### config.mk
export PLATFORM = sky130hd
export DESIGN_NAME = ngh_queue
export DESIGN_NICKNAME = d
export VERILOG_FILES = /design/src/rtl/ngh_pkg.sv /design/src/rtl/ngh_queue.sv
export SDC_FILE = /design/constraint.sdc
export NUM_CORES = 1
export LEC_CHECK = 0
export BUFFER_PORTS_ARGS = -buffer_cell sky130_fd_sc_hd__buf_2
export CORE_ASPECT_RATIO = 1.25
export CORE_UTILIZATION = 48
export DETAILED_ROUTE_END_ITERATION = 8
export PLACE_DENSITY_LB_ADDON = 0.25
export SLEW_MARGIN = 0
export SYNTH_ARGS = -nofsm -noshare
export SYNTH_HDL_FRONTEND = slang
export SYNTH_SLANG_ARGS = --single-unit
### constraint.sdc
create_clock -name aclk -period 4.6 [get_ports aclk]
set_input_delay 0 -clock aclk [delete_from_list [all_inputs] [get_ports aclk]]
set_output_delay 0 -clock aclk [all_outputs]
set_load 0.05 [all_outputs]
### src/rtl/ngh_pkg.sv
// Shared types, constants and the byte classifier for the n-gram histogram counter.
// No dependencies; every other file imports this package.
package ngh_pkg;

    localparam int SYMBOL_COUNT = 32;
    localparam int COUNT_WIDTH  = 32;
    localparam int OUT_WIDTH    = 32;

    localparam int SINGLE_DEPTH = SYMBOL_COUNT;
    localparam int PAIR_DEPTH   = SYMBOL_COUNT * SYMBOL_COUNT;
    localparam int TRIPLE_DEPTH = SYMBOL_COUNT * SYMBOL_COUNT * SYMBOL_COUNT;

    localparam int SINGLE_AW = $clog2(SINGLE_DEPTH);
    localparam int PAIR_AW   = $clog2(PAIR_DEPTH);
    localparam int TRIPLE_AW = $clog2(TRIPLE_DEPTH);

    localparam int SYM_W       = 6;
    localparam int INDEX_W     = 15;
    localparam int QUEUE_DEPTH = 4;
    localparam int QUEUE_AW    = $clog2(QUEUE_DEPTH);
    localparam int QUEUE_CW    = $clog2(QUEUE_DEPTH + 1);

    localparam logic [SYM_W-1:0] NO_SYMBOL = 6'd63;

    localparam logic [7:0] CHR_LOWER_A = 8'd97;
    localparam logic [7:0] CHR_LOWER_Z = 8'd122;
    localparam logic [7:0] CHR_UPPER_A = 8'd65;
    localparam logic [7:0] CHR_UPPER_Z = 8'd90;
    localparam logic [7:0] CHR_COMMA   = 8'd44;
    localparam logic [7:0] CHR_PERIOD  = 8'd46;
    localparam logic [7:0] CHR_SLASH   = 8'd47;
    localparam logic [7:0] CHR_QUEST   = 8'd63;
    localparam logic [7:0] CHR_SEMI    = 8'd59;
    localparam logic [7:0] CHR_COLON   = 8'd58;
    localparam logic [7:0] CHR_APOS    = 8'd39;

    localparam logic [SYM_W-1:0] SYM_COMMA  = 6'd26;
    localparam logic [SYM_W-1:0] SYM_PERIOD = 6'd27;
    localparam logic [SYM_W-1:0] SYM_SLASH  = 6'd28;
    localparam logic [SYM_W-1:0] SYM_SEMI   = 6'd29;
    localparam logic [SYM_W-1:0] SYM_APOS   = 6'd30;

    typedef logic [COUNT_WIDTH-1:0] count_t;
    typedef logic [OUT_WIDTH-1:0]   out_word_t;

    typedef enum logic [1:0] {
        ACT_FEED  = 2'd0,
        ACT_READ  = 2'd1,
        ACT_CLEAR = 2'd2
    } action_t;

    typedef enum logic [1:0] {
        TBL_SINGLE = 2'd0,
        TBL_PAIR   = 2'd1,
        TBL_TRIPLE = 2'd2,
        TBL_SKIP   = 2'd3
    } table_sel_t;

    typedef enum logic {
        OP_FEED = 1'b0,
        OP_READ = 1'b1
    } op_kind_t;

    // One word of work for the counter back end.
    typedef struct packed {
        op_kind_t               kind;
        table_sel_t             sel;
        logic                   in_range;
        logic                   bump_single;
        logic                   bump_pair;
        logic                   bump_triple;
        logic [SINGLE_AW-1:0]   addr_single;
        logic [PAIR_AW-1:0]     addr_pair;
        logic [TRIPLE_AW-1:0]   addr_triple;
        logic [PAIR_AW-1:0]     addr_skip;
    } op_t;

    function automatic logic [SYM_W-1:0] classify(input logic [7:0] b);
        logic [SYM_W-1:0] s;
        s = NO_SYMBOL;
        if (b >= CHR_LOWER_A && b <= CHR_LOWER_Z) begin
            s = SYM_W'(b - CHR_LOWER_A);
        end else if (b >= CHR_UPPER_A && b <= CHR_UPPER_Z) begin
            s = SYM_W'(b - CHR_UPPER_A);
        end else begin
            case (b) inside
                CHR_COMMA:            s = SYM_COMMA;
                CHR_PERIOD:           s = SYM_PERIOD;
                CHR_SLASH, CHR_QUEST: s = SYM_SLASH;
                CHR_SEMI, CHR_COLON:  s = SYM_SEMI;
                CHR_APOS:             s = SYM_APOS;
                default:              s = NO_SYMBOL;
            endcase
        end
        return s;
    endfunction

    function automatic logic is_symbol(input logic [SYM_W-1:0] s);
        return int'(s) < SYMBOL_COUNT;
    endfunction

endpackage

### src/rtl/ngh_queue.sv
// Short FIFO of counter operations between front and back end.
// Depends on ngh_pkg.
module ngh_queue (
    input  logic            aclk,
    input  logic            aresetn,
    input  logic            push,
    input  ngh_pkg::op_t    push_op,
    output logic            full,
    input  logic            pop,
    output ngh_pkg::op_t    pop_op,
    output logic            empty
);
    import ngh_pkg::*;

    op_t                 entry_reg [QUEUE_DEPTH];
    logic [QUEUE_AW-1:0] wptr_reg, wptr_next;
    logic [QUEUE_AW-1:0] rptr_reg, rptr_next;
    logic [QUEUE_CW-1:0] cnt_reg, cnt_next;
    logic                do_push, do_pop;

    assign full    = int'(cnt_reg) == QUEUE_DEPTH;
    assign empty   = cnt_reg == '0;
    assign pop_op  = entry_reg[rptr_reg];
    assign do_push = push && !full;
    assign do_pop  = pop && !empty;

    always_comb begin
        wptr_next = do_push ? wptr_reg + 1'b1 : wptr_reg;
        rptr_next = do_pop ? rptr_reg + 1'b1 : rptr_reg;
        cnt_next = cnt_reg;
        if (do_push && !do_pop) begin
            cnt_next = cnt_reg + 1'b1;
        end else if (do_pop && !do_push) begin
            cnt_next = cnt_reg - 1'b1;
        end
    end

    always_ff @(posedge aclk) begin
        if (do_push) begin
            entry_reg[wptr_reg] <= push_op;
        end
        if (!aresetn) begin
            wptr_reg <= '0;
            rptr_reg <= '0;
            cnt_reg <= '0;
        end else begin
            wptr_reg <= wptr_next;
            rptr_reg <= rptr_next;
            cnt_reg <= cnt_next;
        end
    end

endmodule

After elaboration in Yosys (flattened, before gate mapping)
Memories as Yosys holds them, arrays and structs flattened. A register that Yosys moved wholly into a read port is not among the register bits.
Index checks and enable logic that the tools add are counted.
{ "word_totals": {"ff_bits": 7, "ram_bits": 188, "input_bits": 51, "out_inout_bits": 49, "elab_cells": 25, "mem_count": 1} }
{ "classes": {"addsub": 4, "n_eq_ne": 1, "n_mux": 6, "n_reduce_logical": 10} }
{ "mem_list": {"columns": ["name", "words", "word_bits", "read_ports", "rd_ports_with_merged_regs", "write_ports", "line", "rtl"], "rows": [
  ["entry_reg", 4, 47, 1, 1, 1, "ngh_queue.sv:15", "op_t entry_reg [QUEUE_DEPTH];"]
]} }
{ "ops": {"columns": ["op", "count"], "rows": [
  ["$mux 3", 2],
  ["$add 2x1->2 const B", 2],
  ["$logic_and 1x1->1", 4],
  ["$logic_not 1->1", 4],
  ["$mux 2", 2],
  ["$add 3x1->3 const B", 1],
  ["$eq 3x3->1 const B", 1],
  ["$logic_not 3->1", 1],
  ["$sub 3x1->3 const B", 1],
  ["$mux 1", 2],
  ["$reduce_bool 2->1", 1]
]} }

Longest topological paths before layout
{ "depth": {"ltp_word": 7, "mapped_depth": 9, "depth_no_buf": 8} }

Worst setup path after synthesis
No wires, ideal clock.
{ "synth_timing": {"kind": "register to register", "start": "register cnt_reg[0]", "end": "memory entry_reg[0][0] (netlist bit), enable pin", "setup_ns": 0.409, "arrival_time_ns": 2.086, "required_ns": 4.191, "path_slack_ns": 2.105, "stages_incl_launch_ff": 5, "cell_sequence": "dfxtp_1 -> nor3b_2 -> nor2b_1 -> buf_2 -> and2_1"} }
{ "synth_via": {"elab_chain_cells": 5} }
{ "synth_rtl": {"columns": ["item", "line", "rtl"], "rows": [
  ["start, declared", "ngh_queue.sv:18", "logic [QUEUE_CW-1:0] cnt_reg, cnt_next;"],
  ["start signal, assigned", "ngh_queue.sv:49", "cnt_reg <= cnt_next;"],
  ["$eq 3x3->1", "ngh_queue.sv:21", "assign full = int'(cnt_reg) == QUEUE_DEPTH;"],
  ["net full", "ngh_queue.sv:8", "output logic full,"],
  ["$logic_not 1->1", "ngh_queue.sv:24", "assign do_push = push && !full;"],
  ["$logic_and 1x1->1", "ngh_queue.sv:24", null],
  ["net do_push", "ngh_queue.sv:19", "logic do_push, do_pop;"],
  ["$mux 1", "ngh_queue.sv:39", "if (do_push) begin"],
  ["$mux 1 (implied by the code)", "ngh_queue.sv:40", "entry_reg[wptr_reg] <= push_op;"],
  ["end, declared", "ngh_queue.sv:15", null]
]} }
The timed path passes the listed nets, and every way through them passes these cells.

Worst setup path after layout
{ "layout_timing": {"start": "register cnt_reg[0]", "end": "memory entry_reg[0][16] (netlist bit), enable pin"} }
{ "layout_via": {"elab_chain_cells": 5} }
{ "layout_rtl": {"columns": ["item", "line"], "rows": [
  ["$eq 3x3->1", "ngh_queue.sv:21"],
  ["$logic_not 1->1", "ngh_queue.sv:24"],
  ["$logic_and 1x1->1", "ngh_queue.sv:24"],
  ["$mux 1", "ngh_queue.sv:39"],
  ["$mux 1 (implied by the code)", "ngh_queue.sv:40"]
]} }
No other way between the ends.

==> run_results.csv <==
group,metric,value,unit
cts,clockBufferDepth,2,
layout,seqCellArea,0.00583,mm^2
run,drv_cap,0,
route,final_antenna_net_count,0,
placement,io_buffers,99,
layout,largest_register_ffs,188,
route,wl_met1,5210,um
synthesis,syn_area,0.00729,mm^2
timing,hold_viol,0,
global_route,gr-total-overflow,0,
layout,multi_input_area,0.00135,mm^2
power_and_ir_drop,powerDensity,594,mW/mm^2
timing,min_period,2.51,ns
synthesis,synth_edf_count,188,
die,core_area,0.0149,mm^2
critical_path,cp.required,4.68,ns
timing,setup-violations-final,0,
critical_path,cp-start-kind,"flop",
critical_path,endpoint_kind,"flop",
critical_path,critPathKind,"reg2reg",
critical_path,critPathMaxFanout,26,
global_route,grt_max_degree,48,
layout,synthToLayoutAreaGrowth,23.0,%
cts,cts_resized,0,
power_and_ir_drop,ir_drop,0.288,mV
layout,layout.nets,509,
cts,cts-buffers-inserted,17,
critical_path,rrSetupSlack,2.09,ns
timing,worst_slack,2.09,ns
die,start_util,49.0,%
synthesis,ys.flop_type,"edfxtp_1",
placement,routabilityCongestion,0.733,
synthesis,ys_top_cells_by_count,"edfxtp_1, mux4_2, dfxtp_1",
cts,cts_tree,"done",
placement,dp_slack,2.05,ns
cts,cts_sinks,197,
layout,fin_util,60.2,%
power_and_ir_drop,p_leak,3.06,nW
cts,hold_buffers,48,
timing,rsz0062_at_grt,"no",
critical_path,critical_path.max_stage_delay,0.70,ns
route,dr.max_layer_used,"met4",
synthesis,ys_types,24,
timing,setup_tns,0,ns
critical_path,critPathTopFamily,"simple AND/OR/NAND/NOR gates",
route,wl_met3,618,um
die,io_pins,100,
synthesis,ys_async_sr_fraction,0,%
timing,max_freq,398,MHz
layout,layout-drive-gt1-share,40.2,%
cts,worstSkewPairLatency,0.42,ns
global_route,grt_pass1_vias,3676,
route,vias,3444,
cts,cts-root-buf,"clkbuf_16",
global_route,grt_pass1_wl,19400,um
die,row_count,50,
timing,worst_pin_slew,0.967,ns
route,first_pass_iters,6,
synthesis,ys_seq_area_share,79.9,%
synthesis,synth_largest_area_cell,"edfxtp_1",
timing,period_share,54.6,%
critical_path,crit_chain,"nor3b_2, nor2b_1, and2_2, buf_4",
synthesis,syn_area_per_cell,24.9,um^2
timing,whs,0.0567,ns
timing,slew_headroom,35.5,%
cts,post_cts_buffers,0,
synthesis,syn_inst,293,
synthesis,synth.most_common_cell,"edfxtp_1",
global_route,grt.total_usage,17.0,%
run_status,run_status,"finished with violations",
die,die_h,140,um
cts,path_clk_slew,0.07,ns
worst_hold_path,hold_path.class,"in2reg",
synthesis,synth_nets,350,
route,wl_per_cell,19.2,um
synthesis,ys_warn_count,0,
die,die_w,112,um
route,dr.first_iter.drc_count,169,
critical_path,crit_arrival,2.59,ns
run_status,violations,"DRC",
global_route,grt_antenna_before_repair,0,
synthesis,synth_top_area_share,77.4,%
placement,dp.final_hpwl,7530,um
route,drcViolationCount,8,
cts,cts.htree.levels,4,
timing,fin_skew,0.0138,ns
critical_path,crit_buf_inv,1,
route,viasPerCell,5.34,
synthesis,synth_area_leaders,"edfxtp_1, mux4_2, dfxtp_1, ha_1, buf_12",
layout,nFillCells,1108,
timing,drv_slew,0,
route,wl_met2,6390,um
die,dieArea,0.0157,mm^2
route,drt-total-wl,12400,um
critical_path,critical-path-slowest-cell,"and2_2",
layout,antenna_cells,0,
synthesis,ys_ff_latch,197,
==> path summary, 6_finish.rpt <==
check                    from          endpoint  cells past startpoint
setup / recovery   cnt_reg[0]  entry_reg[0][16]                      4
hold / removal            pop              flop                      4
setup reg to reg   cnt_reg[0]  entry_reg[0][16]                      4
hold reg to reg   wptr_reg[0]       wptr_reg[0]                      2
==> kinds of logic (layout without fill, tap and decap cells) <==
family,Yosys count,in the layout,synth area share (%)
flip-flops,197,197,79.9
adder cells (fa/ha/maj),6,6,1.13
multiplexers,50,50,14.9
buffers and inverters,15,185,1.68
AND/OR/NAND/NOR,17,17,1.39
AO/OA/AOI/OAI,4,4,0.463
XOR/XNOR,4,4,0.481
==> cell usage in the layout (no fill, tap or decap), types with 4 or more instances in the layout <==
| cell type | instances |
|---|---|
| edfxtp_1 | 188 |
| buf_2 | 99 |
| dlygate4sd3_1 | 48 |
| mux4_2 | 47 |
| clkbuf_16 | 17 |
| dfxtp_1 | 7 |
| ha_1 | 5 |
| buf_4 | 5 |
| and2_2 | 4 |
| and2_1 | 4 |
| nand2_1 | 4 |
| inv_6 | 4 |
==> power by group <==
group,leakage [nW],internal (W),switching (W)
combinational,0.999,0.000546,0.00107
sequential,1.80,0.00218,0.000181
clock,0.266,0.000739,0.000605
total,3.06,0.00347,0.00186
==> metal layers <==
layer / vias to the layer above / GRT usage, %
li1: 1543 / -
met1: 1813 / 20.6
met2: 79 / 29.1
met3: 9 / 5.18
met4: 0 / 6.11
met5: - / 0
==> worst register-to-register path, cell delays in order, from the launching register on <==
cell	delay [ns]
dfxtp_1	0.49
nor3b_2	0.09
nor2b_1	0.43
and2_2	0.71
buf_4	0.45
==> area by class of cell <==
type	count	share of cell area [%]
multi-input cells	81	15.0
repair buffers	152	11.3
clock buffers	17	4.75
clock inverters	13	1.21
well taps	182	2.54
inverters	3	0.126
flip-flops and latches	197	65.0
==> stage by stage <==
| stage | area, um^2 | power, W | std cells |
|---|---|---|---|
| final | 8960 | 0.00533 | 645 |
| after CTS | 8960 | 0.00538 | 645 |
| after floorplan | 7290 | 0.00370 | 293 |
| after global routing | 8960 | 0.00552 | 645 |
| after global placement | 7950 | 0.00399 | 567 |
| after detailed placement | 7950 | 0.00402 | 567 |
Power figures use the tool's default switching activity.
