File: config.mk
export PLATFORM = sky130hd
export DESIGN_NAME = ngh_front
export DESIGN_NICKNAME = d
export VERILOG_FILES = /design/src/rtl/ngh_pkg.sv /design/src/rtl/ngh_front.sv
export SDC_FILE = /design/constraint.sdc
export NUM_CORES = 1
export LEC_CHECK = 0
export BUFFER_PORTS_ARGS = -buffer_cell sky130_fd_sc_hd__buf_2
export CELL_PAD_IN_SITES_DETAIL_PLACEMENT = 0
export CELL_PAD_IN_SITES_GLOBAL_PLACEMENT = 1
export CORE_MARGIN = 5
export CORE_UTILIZATION = 25
export DETAILED_ROUTE_END_ITERATION = 7
export GPL_ROUTABILITY_DRIVEN = 0
export HOLD_SLACK_MARGIN = 0.08
export PLACE_DENSITY_LB_ADDON = 0.08
export SKIP_LAST_GASP = 1
export SYNTH_ARGS = -nofsm -noshare
export SYNTH_HDL_FRONTEND = slang
export SYNTH_SLANG_ARGS = --single-unit
export TNS_END_PERCENT = 20
File: constraint.sdc
create_clock -name aclk -period 3.4 [get_ports aclk]
set_input_delay 0.34 -clock aclk [delete_from_list [all_inputs] [get_ports aclk]]
set_output_delay 0.34 -clock aclk [all_outputs]
set_load 0.1 [all_outputs]
File: src/rtl/ngh_pkg.sv
// Shared types, constants and the byte classifier for the n-gram histogram counter.
// No dependencies; every other file imports this package.
package ngh_pkg;

    localparam int SYMBOL_COUNT = 32;
    localparam int COUNT_WIDTH  = 32;
    localparam int OUT_WIDTH    = 32;

    localparam int SINGLE_DEPTH = SYMBOL_COUNT;
    localparam int PAIR_DEPTH   = SYMBOL_COUNT * SYMBOL_COUNT;
    localparam int TRIPLE_DEPTH = SYMBOL_COUNT * SYMBOL_COUNT * SYMBOL_COUNT;

    localparam int SINGLE_AW = $clog2(SINGLE_DEPTH);
    localparam int PAIR_AW   = $clog2(PAIR_DEPTH);
    localparam int TRIPLE_AW = $clog2(TRIPLE_DEPTH);

    localparam int SYM_W       = 6;
    localparam int INDEX_W     = 15;
    localparam int QUEUE_DEPTH = 4;
    localparam int QUEUE_AW    = $clog2(QUEUE_DEPTH);
    localparam int QUEUE_CW    = $clog2(QUEUE_DEPTH + 1);

    localparam logic [SYM_W-1:0] NO_SYMBOL = 6'd63;

    localparam logic [7:0] CHR_LOWER_A = 8'd97;
    localparam logic [7:0] CHR_LOWER_Z = 8'd122;
    localparam logic [7:0] CHR_UPPER_A = 8'd65;
    localparam logic [7:0] CHR_UPPER_Z = 8'd90;
    localparam logic [7:0] CHR_COMMA   = 8'd44;
    localparam logic [7:0] CHR_PERIOD  = 8'd46;
    localparam logic [7:0] CHR_SLASH   = 8'd47;
    localparam logic [7:0] CHR_QUEST   = 8'd63;
    localparam logic [7:0] CHR_SEMI    = 8'd59;
    localparam logic [7:0] CHR_COLON   = 8'd58;
    localparam logic [7:0] CHR_APOS    = 8'd39;

    localparam logic [SYM_W-1:0] SYM_COMMA  = 6'd26;
    localparam logic [SYM_W-1:0] SYM_PERIOD = 6'd27;
    localparam logic [SYM_W-1:0] SYM_SLASH  = 6'd28;
    localparam logic [SYM_W-1:0] SYM_SEMI   = 6'd29;
    localparam logic [SYM_W-1:0] SYM_APOS   = 6'd30;

    typedef logic [COUNT_WIDTH-1:0] count_t;
    typedef logic [OUT_WIDTH-1:0]   out_word_t;

    typedef enum logic [1:0] {
        ACT_FEED  = 2'd0,
        ACT_READ  = 2'd1,
        ACT_CLEAR = 2'd2
    } action_t;

    typedef enum logic [1:0] {
        TBL_SINGLE = 2'd0,
        TBL_PAIR   = 2'd1,
        TBL_TRIPLE = 2'd2,
        TBL_SKIP   = 2'd3
    } table_sel_t;

    typedef enum logic {
        OP_FEED = 1'b0,
        OP_READ = 1'b1
    } op_kind_t;

    // One word of work for the counter back end.
    typedef struct packed {
        op_kind_t               kind;
        table_sel_t             sel;
        logic                   in_range;
        logic                   bump_single;
        logic                   bump_pair;
        logic                   bump_triple;
        logic [SINGLE_AW-1:0]   addr_single;
        logic [PAIR_AW-1:0]     addr_pair;
        logic [TRIPLE_AW-1:0]   addr_triple;
        logic [PAIR_AW-1:0]     addr_skip;
    } op_t;

    function automatic logic [SYM_W-1:0] classify(input logic [7:0] b);
        logic [SYM_W-1:0] s;
        s = NO_SYMBOL;
        if (b >= CHR_LOWER_A && b <= CHR_LOWER_Z) begin
            s = SYM_W'(b - CHR_LOWER_A);
        end else if (b >= CHR_UPPER_A && b <= CHR_UPPER_Z) begin
            s = SYM_W'(b - CHR_UPPER_A);
        end else begin
            case (b) inside
                CHR_COMMA:            s = SYM_COMMA;
                CHR_PERIOD:           s = SYM_PERIOD;
                CHR_SLASH, CHR_QUEST: s = SYM_SLASH;
                CHR_SEMI, CHR_COLON:  s = SYM_SEMI;
                CHR_APOS:             s = SYM_APOS;
                default:              s = NO_SYMBOL;
            endcase
        end
        return s;
    endfunction

    function automatic logic is_symbol(input logic [SYM_W-1:0] s);
        return int'(s) < SYMBOL_COUNT;
    endfunction

endpackage

File: src/rtl/ngh_front.sv
// Front end: accepts input words, classifies bytes, keeps the symbol history
// and builds counter operations. Depends on ngh_pkg.
module ngh_front (
    input  logic                    aclk,
    input  logic                    aresetn,
    input  logic                    s_valid,
    output logic                    s_ready,
    input  logic [1:0]              s_action,
    input  logic [7:0]              s_char_code,
    input  logic [1:0]              s_table_select,
    input  logic [14:0]             s_entry_index,
    input  logic                    q_full,
    input  logic                    clearing,
    output logic                    push,
    output ngh_pkg::op_t            push_op
);
    import ngh_pkg::*;

    logic [SYM_W-1:0] prev_reg, prev_next;
    logic [SYM_W-1:0] prev2_reg, prev2_next;
    logic [SYM_W-1:0] cur;
    logic             accept;
    logic             cur_ok, p1_ok, p2_ok;
    logic             in_range;

    assign s_ready = !q_full && !clearing;
    assign accept  = s_valid && s_ready;
    assign cur     = classify(s_char_code);
    assign cur_ok  = is_symbol(cur);
    assign p1_ok   = is_symbol(prev_reg);
    assign p2_ok   = is_symbol(prev2_reg);

    always_comb begin
        case (s_table_select)
            TBL_SINGLE: in_range = int'(s_entry_index) < SINGLE_DEPTH;
            TBL_TRIPLE: in_range = int'(s_entry_index) < TRIPLE_DEPTH;
            default:    in_range = int'(s_entry_index) < PAIR_DEPTH;
        endcase
    end

    always_comb begin
        prev_next = prev_reg;
        prev2_next = prev2_reg;
        push = 1'b0;
        push_op = '0;
        push_op.kind = OP_FEED;
        push_op.sel = table_sel_t'(s_table_select);
        if (accept) begin
            unique case (s_action)
                ACT_FEED: begin
                    prev2_next = prev_reg;
                    prev_next = cur_ok ? cur : NO_SYMBOL;
                    push = cur_ok;
                    push_op.bump_single = 1'b1;
                    push_op.bump_pair = p1_ok;
                    push_op.bump_triple = p1_ok && p2_ok;
                    push_op.addr_single = SINGLE_AW'(cur);
                    push_op.addr_pair = PAIR_AW'(int'(prev_reg) * SYMBOL_COUNT + int'(cur));
                    push_op.addr_skip = PAIR_AW'(int'(prev2_reg) * SYMBOL_COUNT + int'(cur));
                    push_op.addr_triple = TRIPLE_AW'((int'(prev2_reg) * SYMBOL_COUNT
                        + int'(prev_reg)) * SYMBOL_COUNT + int'(cur));
                end
                ACT_READ: begin
                    push = 1'b1;
                    push_op.kind = OP_READ;
                    push_op.in_range = in_range;
                    push_op.addr_single = s_entry_index[SINGLE_AW-1:0];
                    push_op.addr_pair = s_entry_index[PAIR_AW-1:0];
                    push_op.addr_skip = s_entry_index[PAIR_AW-1:0];
                    push_op.addr_triple = s_entry_index[TRIPLE_AW-1:0];
                end
                ACT_CLEAR: begin
                    prev_next = NO_SYMBOL;
                    prev2_next = NO_SYMBOL;
                end
                default: begin
                end
            endcase
        end
    end

    always_ff @(posedge aclk) begin
        if (!aresetn) begin
            prev_reg <= NO_SYMBOL;
            prev2_reg <= NO_SYMBOL;
        end else begin
            prev_reg <= prev_next;
            prev2_reg <= prev2_next;
        end
    end

endmodule

Word-level counts from Yosys, hierarchy flattened --
Cells that the tools add are included.
Word-level totals: bits of input ports 32, output and inout port bits 49, memories 0, memory bits (read-only) 0, word-level logic and storage cells 59, bits in writable memories 0, bits in latches 0, bits in registers 12
Operators by class: divide/modulo/power cells 0, multiply operators 0, mux-type cells 19, equal/unequal tests 10, $add $sub $neg 6, bitwise operators 0, shift operators 0, $lt $le $gt $ge 9, reductions and logical operators 13
Operators by type and width (count):
- $pmux 40 s2 | 1
- $eq 8x6->1 const B | 7
- $mux 6 | 8
- $mux 44 | 1
- $add 10x6->10 | 3
- $pmux 6 s2 | 2
- $lt 6x6->1 const B | 3
- $ge 8x7->1 const B | 2
- $le 8x7->1 const B | 2
- $add 15x6->15 | 1
- $lt 15x11->1 const B | 1
- $lt 15x6->1 const B | 1
- $sub 6x1->6 const B | 1
- $sub 6x6->6 const B | 1
- $logic_and 1x1->1 | 5
- $eq 2x2->1 const B | 2
- $logic_not 2->1 | 2
- $mux 1 | 4
- $pmux 1 s2 | 2
- $reduce_or 2->1 | 2
- $mux 3 | 1
- $eq 2x1->1 const B | 1
- $logic_not 1->1 | 2
- $reduce_and 2->1 | 1
- $reduce_bool 2->1 | 1

Logic depth before layout (Yosys ltp) --
depth in word-level cells 11, mapped depth 14, mapped depth without buffers 14

Worst setup path before layout --
No wires, ideal clock.
path kind input -> output, from in s_char_code[0], to out push_op[14] (netlist bit), path slack -1.263 ns, data arrival time 4.323 ns, required time 3.060 ns, buffers on the path 1, cell stages on the path 7, path through inv_1 -> ha_1 -> or3b_4 -> xnor2_1 -> and2_1 -> a211oi_1 -> buf_4
RTL lines:
- start, declared | line ngh_front.sv:9 | input logic [7:0] s_char_code,
- end, declared | line ngh_front.sv:15 | output ngh_pkg::op_t push_op

==> results.json <==
{
  "yosys_warnings": 0,
  "grt_pass1_vias": 1690,
  "regToRegStartpoint": "prev2_reg[2]",
  "synth_edf_count": 0,
  "final_common_cell": "buf_2",
  "drtPass1Iterations": 4,
  "crit_path_start_kind": "primary input",
  "cp.required_ns": 3.06,
  "rr_endpoint": "prev2_reg[2]",
  "initial_utilization": 0.253,
  "synth_seq_cells": 12,
  "intPower_mw": 0.312,
  "nNetsFinal": 331,
  "routed_wirelength_um": 5200,
  "grt_pass1_wl_um": 8310,
  "p_sw_mw": 0.213,
  "die_h_um": 89.4,
  "dp_hpwl_um": 4250,
  "synth_area_sq_um": 1580,
  "cts_tree": "built",
  "reg2regPathDepth": 2,
  "core_sq_um": 6240,
  "area.growth.synth_to_final_pct": 47.7,
  "path_clk_slew_ns": 0.05,
  "finalWorstPathRequiredPeriod_ns": 3.23,
  "clkSinkCount": 12,
  "dieArea_sq_um": 7990,
  "grt_overflow_total": 0,
  "tightest_slew_ns": 0.543,
  "setup_violations": 0,
  "r2r_slack_ns": 2.59,
  "leakagePower_nw": 1.05,
  "power.density_nw_per_um2": 225,
  "clockRootBuffer": "clkbuf_8",
  "wl_per_cell_um": 14.3,
  "min_from": "aresetn",
  "p_clk_frac": 0.293,
  "synthesis.instances": 227,
  "min_to": "prev2_reg[3]",
  "relSlewSlack": 0.636,
  "async_reset_ff_frac": 0,
  "swShare": 0.405,
  "drt-initial-drc-count": 47,
  "worstHoldPathCells": 2,
  "min_period_over_period": 0.949,
  "drive_gt1_frac": 0.409,
  "io_pins": 81,
  "power_mw": 0.525,
  "grt_use_total": 0.131,
  "row_count": 29,
  "grt_max_degree": 18,
  "postLayoutCoreUtil": 0.373,
  "fin_hold_ws_ns": 0.388,
  "hold_class": "primary input to flop",
  "dieWidth_um": 89.4,
  "post_drt_via_cell_ratio": 4.69,
  "ant_nets": 0,
  "fin_skew_ns": 0.000264,
  "seqPwrFrac": 0.269,
  "diodes": 0,
  "ys.flop_type": "dfxtp_1",
  "drc_errors": 0,
  "cap_violations": 0,
  "max-vdd-ir-drop_mv": 0.155,
  "drv_slew": 0,
  "crit_type": "primary input to output pin",
  "ys_seq_area_frac": 0.152,
  "synth_area_per_cell_sq_um": 6.94,
  "cts-htree-levels": 1,
  "clockBufferDepth": 2,
  "hold_viol": 0,
  "clkLatencyLatePin_ns": 0.24,
  "vias": 1702,
  "yosysUniqueCellTypes": 44,
  "numCtsBuffers": 3,
  "syn-num-nets": 271,
  "status": "finished clean",
  "max_freq_mhz": 310,
  "antenna_found_initial": 0,
  "worstPathArrival_ns": 2.89,
  "crit_fanout": 4,
  "port_buffers": 80,
  "comb_power_share": 0.438,
  "endpoint_kind": "output pin",
  "final_cell_mix": "buf_2, nand2_1, nor2_1"
}
-- worst max-delay path, stage by stage --
cell	delay [ns]
buf_2	0.13
inv_2	0.08
ha_2	0.19
or3b_4	0.41
nor3_4	0.14
a31oi_1	0.07
a21oi_2	0.18
buf_4	0.15
ha_2	0.19
nand3_1	0.10
nor2_2	0.15
a32oi_1	0.08
xnor2_1	0.21
nand2_1	0.10
a21oi_2	0.18
buf_12	0.20
-- final cells by class --
type	count	area, sq um
Fill cell	679	3910
Timing Repair Buffer	90	731
Tap cell	77	96.3
Clock buffer	4	55.1
Multi-Input combinational cell	172	1180
Inverter	8	30.0
Sequential cell	12	240
-- how the worst max path moves through the flow --
stage                    from           to  slack (ns)  cells past startpoint
6_report       s_char_code[0]  push_op[24]        0.17                     16
5_1_grt        s_char_code[0]  push_op[23]       -0.05                     16
4_1_cts        s_char_code[0]  push_op[24]        0.06                     16
3_5_place_dp   s_char_code[0]  push_op[24]        0.08                     16
3_3_place_gp   s_char_code[0]  push_op[23]        0.11                     16
2_1_floorplan  s_char_code[0]   push_op[9]       -0.55                     11
-- cells in the mapped netlist (2+ instances only) --
library cell | count | area share
nand2_1 | 26 | 0.062
nor2_1 | 24 | 0.057
buf_4 | 22 | 0.10
a21oi_1 | 20 | 0.063
dfxtp_1 | 12 | 0.15
ha_1 | 12 | 0.095
clkbuf_1 | 10 | 0.024
nand3_1 | 10 | 0.032
xnor2_1 | 9 | 0.050
inv_1 | 8 | 0.019
nor3_1 | 8 | 0.025
o21ai_0 | 8 | 0.025
mux2i_1 | 6 | 0.038
o22ai_1 | 6 | 0.024
xor2_1 | 6 | 0.033
a31oi_1 | 4 | 0.016
a32oi_1 | 2 | 0.011
and2_1 | 2 | 0.0079
and3_1 | 2 | 0.0079
buf_6 | 2 | 0.014
nand4_1 | 2 | 0.0079
nor2b_1 | 2 | 0.0079
nor3b_1 | 2 | 0.0095
o21a_1 | 2 | 0.0095
-- kinds of logic (layout without fill, tap and decap cells) --
family	after synthesis	after routing	synth area share
AOI/OAI and AO/OA	51	51	0.196
xor gates and xnor gates	15	15	0.0833
adders and majority gates	12	12	0.0952
buffers and inverters	43	102	0.165
DFF	12	12	0.152
muxes	6	6	0.0381
and+or+nand+nor	88	88	0.270
-- metrics by stage --
step	cell area, sq um	instances	TNS (ns)	worst slack (ns)
after floorplan	1660	227	-8.30	-0.550
after global placement	2230	357	0	0.108
after detailed placement	2230	357	0	0.0771
after CTS	2280	361	0	0.0636
after global routing	2330	363	-0.0953	-0.0463
final	2330	363	0	0.173
-- layer usage --
layer,vias to the layer above,routed length [um],global-route usage
met5,-,0,0
met4,0,50,0.0257
met3,4,217,0.0175
met2,48,2620,0.219
met1,764,2310,0.179
li1,886,-,-
-- power by group through the flow --
stage | registers (mW) | clock network [mW] | logic (mW)
finish | 0.141 | 0.153 | 0.230
global route | 0.141 | 0.169 | 0.248
global placement | 0.144 | 0 | 0.229
floorplan | 0.144 | 0 | 0.171
CTS | 0.141 | 0.158 | 0.228
detailed placement | 0.144 | 0 | 0.227
-- repair_timing --
action | 4_1_cts | 5_1_grt
setup buffers | 0 | 2
hold buffers | 0 | 0
resized for setup | 0 | 11
setup endpoints to repair | 0 | 6
(Power assumes the default switching activity.)
